**src/pds_pkg.sv**
```systemverilog
`timescale 1ns / 1ps
package pds_pkg;
    localparam int BANK_BYTES = 65536;
    localparam int BANK_AW = $clog2(BANK_BYTES);
    localparam int LEN_W = BANK_AW + 1;

    localparam logic [2:0] OP_SET_CURSOR = 3'd0;
    localparam logic [2:0] OP_UPLOAD     = 3'd1;
    localparam logic [2:0] OP_START      = 3'd2;
    localparam logic [2:0] OP_SYNC       = 3'd3;
    localparam logic [2:0] OP_STOP       = 3'd4;
    localparam logic [2:0] OP_SEEK_HIGH  = 3'd5;
    localparam logic [2:0] OP_SEED_RATE  = 3'd6;
    localparam logic [2:0] OP_TICK       = 3'd7;

    localparam logic [0:0] CFG_SEED_RATE = 1'b0;
    localparam logic [0:0] CFG_SYNC_ADV  = 1'b1;

    localparam logic [21:0] SEED_RATE_RESET = 22'd17224;
    localparam logic [5:0]  SYNC_ADV_RESET  = 6'd32;
    localparam logic [31:0] ECHO_TICKS = 32'd12;
    localparam logic [7:0]  EMPTY_SAMPLE = 8'h80;

    typedef struct packed {
        logic [2:0] operation;
        logic [7:0] high_byte;
        logic [7:0] low_byte;
    } t_in;

    typedef struct packed {
        logic [7:0]  dac_sample;
        logic [23:0] sample_index;
    } t_out;
endpackage

```
**src/pds_queue.sv**
```systemverilog
`timescale 1ns / 1ps
module pds_queue import pds_pkg::*; (
    input  logic i_clk,
    input  logic i_rst_n,
    input  logic i_valid,
    output logic o_ready,
    input  t_in  i_data,
    output logic o_valid,
    input  logic i_ready,
    output t_in  o_data
);
    // two-entry fifo
    t_in  r_mem [2];
    logic r_wp, r_rp;
    logic [1:0] r_cnt;
    logic push, pop;
    assign o_ready = (r_cnt != 2'd2);
    assign o_valid = (r_cnt != 2'd0);
    assign o_data = r_mem[r_rp];
    assign push = i_valid && o_ready;
    assign pop = o_valid && i_ready;
    always_ff @(posedge i_clk) begin
        if (push) r_mem[r_wp] <= i_data;
        if (!i_rst_n) begin
            r_wp <= 1'b0;
            r_rp <= 1'b0;
            r_cnt <= 2'd0;
        end else begin
            if (push) r_wp <= ~r_wp;
            if (pop) r_rp <= ~r_rp;
            r_cnt <= r_cnt + {1'b0, push} - {1'b0, pop};
        end
    end
    a_cnt: assert property (@(posedge i_clk) disable iff (!i_rst_n) r_cnt != 2'd3)
        else $error("queue count overflow");
    a_full: assert property (@(posedge i_clk) disable iff (!i_rst_n)
        (r_cnt == 2'd2 && !pop) |=> r_cnt == 2'd2) else $error("queue lost entry");
    a_empty: assert property (@(posedge i_clk) disable iff (!i_rst_n)
        (r_cnt == 2'd0 && !push) |=> !o_valid) else $error("queue invented entry");
endmodule

```
**config.mk**
```make
export PLATFORM = sky130hd
export DESIGN_NAME = pds_queue
export DESIGN_NICKNAME = d
export VERILOG_FILES = /design/src/pds_pkg.sv /design/src/pds_queue.sv
export SDC_FILE = /design/constraint.sdc
export NUM_CORES = 1
export LEC_CHECK = 0
export BUFFER_PORTS_ARGS = -buffer_cell sky130_fd_sc_hd__buf_4
export CORE_ASPECT_RATIO = 1.25
export CORE_MARGIN = 1
export CORE_UTILIZATION = 42
export DETAILED_ROUTE_END_ITERATION = 6
export GPL_TIMING_DRIVEN = 0
export HOLD_SLACK_MARGIN = 0.08
export PLACE_DENSITY = 0.66
export SYNTH_ARGS = -nofsm -noshare
export SYNTH_HDL_FRONTEND = slang
export SYNTH_SLANG_ARGS = --single-unit
```
**constraint.sdc**
```tcl
create_clock -name i_clk -period 3.6 [get_ports i_clk]
set_input_delay 0.18 -clock i_clk [delete_from_list [all_inputs] [get_ports i_clk]]
set_output_delay 0.18 -clock i_clk [all_outputs]
set_load 0.005 [all_outputs]
```
==> results.py <==
metrics = {
    "synthesis": {
        "syn-mean-instance-area_sq_um": 19.99,
        "post_synth_inst_count": 83,
        "seq_area_frac_synth": 0.7481,
        "synth.top_cell.area_share": 0.6878,
        "ys_warnings": 0,
        "synth.top_cells.by_area": "sky130_fd_sc_hd__edfxtp_1, sky130_fd_sc_hd__mux2_4, sky130_fd_sc_hd__mux2_2, sky130_fd_sc_hd__dfxtp_1, sky130_fd_sc_hd__xnor2_1",
        "yosysMostFrequentCell": "sky130_fd_sc_hd__edfxtp_1",
        "post-synth-top-area-cell": "sky130_fd_sc_hd__edfxtp_1",
        "postSynth.asyncResetShare": 0,
        "yosys_most_used_dff": "sky130_fd_sc_hd__edfxtp_1",
        "netlist-cell-type-count": 18,
        "mappedNetlistArea_sq_um": 1659,
        "yosys-top-cells-count": "sky130_fd_sc_hd__edfxtp_1, sky130_fd_sc_hd__mux2_4, sky130_fd_sc_hd__mux2_2",
        "number_of_enable_type_register_cells_in_the_synthesized_netlist": 38,
        "synth-seq-cells": 43,
        "mappedNetlistNets": 108,
    },
    "die": {
        "design.die.area_sq_um": 4207,
        "die_w_um": 58.22,
        "io-pin-count": 44,
        "initial_utilization": 0.4383,
        "floorplan.rows": 25,
        "die_y_um": 72.27,
        "core_area_sq_um": 3785,
    },
    "cells_and_area": {
        "final.fill_count": 280,
        "share_of_post_route_cells_with_drive_strength_above_1": 0.4870,
        "diodes": 0,
        "fin_nets": 178,
        "finish.utilization": 0.6188,
        "syn_to_final_growth_pct": 41.18,
        "stdcell_count": 208,
        "layout.cell_area.non_filler_sq_um": 2342,
    },
    "sta": {
        "achievable-frequency_mhz": 589.2,
        "timing.clock.skew_ps": 4.806,
        "hold_violation_total_from_the_final_report": 0,
        "timing.final.crit_period_ps": 1697,
        "drv_slew": 0,
        "grt_setup_unrepaired": "false",
        "finalCritPeriodShare": 0.4715,
        "setup_tns_ps": 0,
        "setup_violations": 0,
        "tightestPinTransition_ps": 906.0,
        "maxSlewHeadroom": 0.3960,
    },
    "drt": {
        "avgViaCountPerCell": 4.404,
        "drt_first_iter_violations": 23,
        "firstDrtPassIters": 4,
        "detail_route.wl_per_cell_um": 13.07,
        "detailroute.via_count": 916,
        "detail_route.drc_violations": 0,
        "wirelength_mm": 2.719,
        "postRouteAntennaNets": 0,
    },
    "critical_path": {
        "cp_num_buf_inv": 1,
        "rrSetupSlack_ps": 1900,
        "crit_required_ps": 3780,
        "critical_path_arrival_ps": 1880,
        "worst_setup_path_endpoint": "r_cnt[1]",
        "cp_num_cells": 8,
        "path_delay_family": "adder cells",
        "max_stage_delay_ps": 360,
        "worst_setup_path_startpoint": "r_cnt[0]",
        "slowest_stage": "sky130_fd_sc_hd__dfxtp_1",
        "rr_worst_depth": 8,
        "r2r_end": "r_cnt[1]",
        "cp_cell_sequence": "nand2b_1, nand2_1, ha_1, inv_1, ha_1, xnor2_1, xnor2_1, and2_1",
        "cp_max_fo": 4,
        "worstSetupStartpointType": "flop",
        "critical_path.endpoint_type": "flop",
        "critical_path_class": "reg -> reg",
        "rr_startpoint": "r_cnt[0]",
    },
    "clock_tree": {
        "post_cts_buffers": 0,
        "cts-htree-levels": 2,
        "clock_latency_at_the_later_pin_of_the_worst_skew_pair_ps": 280,
        "max-clock-path-buffers": 2,
        "cts_buffers": 5,
        "clock_input_transition_at_the_sequential_cells_of_the_worst_setup_and_hold_paths_ps": 70,
        "cts.root.buffer_cell": "sky130_fd_sc_hd__clkbuf_8",
        "tritoncts": "done",
        "count_of_cells_resized_by_post_cts_repair": 0,
        "cts_sinks": 43,
    },
    "hold_path": {
        "hold_path.class": "in -> reg",
    },
    "placement": {
        "placement.cell_area_sq_um": 2067,
        "finalWeightedCongestion": 0.6632,
        "detailedPlacementHpwl_mm": 1.800,
        "numPlacedInstances": 181,
        "place.port_buffers": 43,
    },
    "power_and_ir_drop": {
        "power_density_nw_per_um2": 589.8,
        "power.share.switching": 0.2479,
        "net-switching-power_w": 0.0003424,
        "internal-power_w": 0.001039,
        "pwr-share-seq": 0.474,
        "combPwrFrac": 0.320,
        "clock_share_of_power": 0.206,
        "ir_worst_vdd_v": 0.0003011,
        "leak_pwr_nw": 0.9167,
    },
    "flow_run": {
        "cap_viol_max_count": 0,
    },
    "global_routing": {
        "grt_start_max_net_pins": 20,
        "globalRouteOverflowTotal": 0,
        "gr-usage-all-layers": 0.1428,
        "grt_pass1_wl_mm": 4.298,
        "antenna_found_initial": 0,
        "grt_pass1_vias": 924,
    },
    "status": {
        "status": "complete, no violations",
    },
}
-- stage by stage --
stage | total power, W | worst slack [ps] | hold WS (ps)
after CTS | 0.001407 | 1870 | 132.7
final | 0.001381 | 1903 | 140.5
after floorplan | 0.0009120 | 1781 | 278.9
after detailed placement | 0.001100 | 1878 | 369.1
after global routing | 0.001460 | 1789 | 148.3
after global placement | 0.001076 | 1318 | 364.8
-- worst register-to-register path: cells and delay by family (launching register included) --
| family | cells | cell delay, ps |
|---|---|---|
| buffers and inverters | 1 | 40 |
| and+or+nand+nor | 3 | 460 |
| xor gates and xnor gates | 2 | 270 |
| adders and majority gates | 2 | 480 |
| DFF | 1 | 360 |
-- layer usage --
layer | track usage | share of wire
met1 | 0.1607 | 0.39
met2 | 0.2465 | 0.54
met3 | 0.04278 | 0.049
met4 | 0.06614 | 0.015
met5 | 0 | 0
-- cells in the final DEF, fill, tap and decap left out, types with 3 or more instances in the layout --
master,Yosys,routed
sky130_fd_sc_hd__buf_4,0,43
sky130_fd_sc_hd__clkbuf_8,0,5
sky130_fd_sc_hd__dfxtp_1,5,5
sky130_fd_sc_hd__dlygate4sd3_1,0,19
sky130_fd_sc_hd__edfxtp_1,38,38
sky130_fd_sc_hd__mux2_2,9,9
sky130_fd_sc_hd__mux2_4,10,10
sky130_fd_sc_hd__xnor2_1,3,3
-- cell type report --
class / count / area [sq um] / share of cell area
Buffer: 2 / 31.28 / 0.01335
Sequential cell: 43 / 1241 / 0.5299
Tap cell: 54 / 67.56 / 0.02885
Clock buffer: 6 / 72.57 / 0.03098
Inverter: 1 / 3.754 / 0.001603
Multi-Input combinational cell: 37 / 385.4 / 0.1645
Timing Repair Buffer: 63 / 528.0 / 0.2254
Clock inverter: 2 / 12.51 / 0.005342
-- worst min path at each step --
stage,from,end,slack [ps],cells after the start
finish,i_rst_n,r_cnt[1],140,2
global route,i_rst_n,r_cnt[1],150,2
CTS,i_rst_n,r_cnt[1],130,2
detailed placement,i_data[4],r_mem[0][4],370,1
global placement,i_data[2],r_mem[0][2],360,1
floorplan,i_data[0],r_mem[0][0],280,0
-- state kept, by name (all words and copies together) (netlist names), named ones only --
signal and count:
r_wp 1, r_rp 1, r_cnt 2, r_mem 38
-- power by group through the flow --
stage / registers (W) / logic [W] / clock network [W]
after floorplan: 0.000660 / 0.000252 / 0
after global placement: 0.000664 / 0.000413 / 0
after detailed placement: 0.000667 / 0.000433 / 0
after CTS: 0.000656 / 0.000451 / 0.000300
after global routing: 0.000664 / 0.000480 / 0.000316
final: 0.000655 / 0.000443 / 0.000284
-- cell families after synthesis --
| group | after synthesis | share of synthesized area |
|---|---|---|
| buffers and inverters | 3 | 0.02111 |
| AND/OR/NAND/NOR | 11 | 0.03695 |
| adder cells (fa/ha/maj) | 2 | 0.01508 |
| AO/OA/AOI/OAI | 1 | 0.005280 |
| flip-flops | 43 | 0.7481 |
| XOR/XNOR | 3 | 0.01584 |
| multiplexers | 20 | 0.1576 |
-- timing repair --
item                                    in CTS  in global routing
hold endpoints to repair                    38                  0
endpoints found under the setup margin       0                  0
hold buffers                                19                  0
Note: power is estimated with default switching activity, not from simulation.
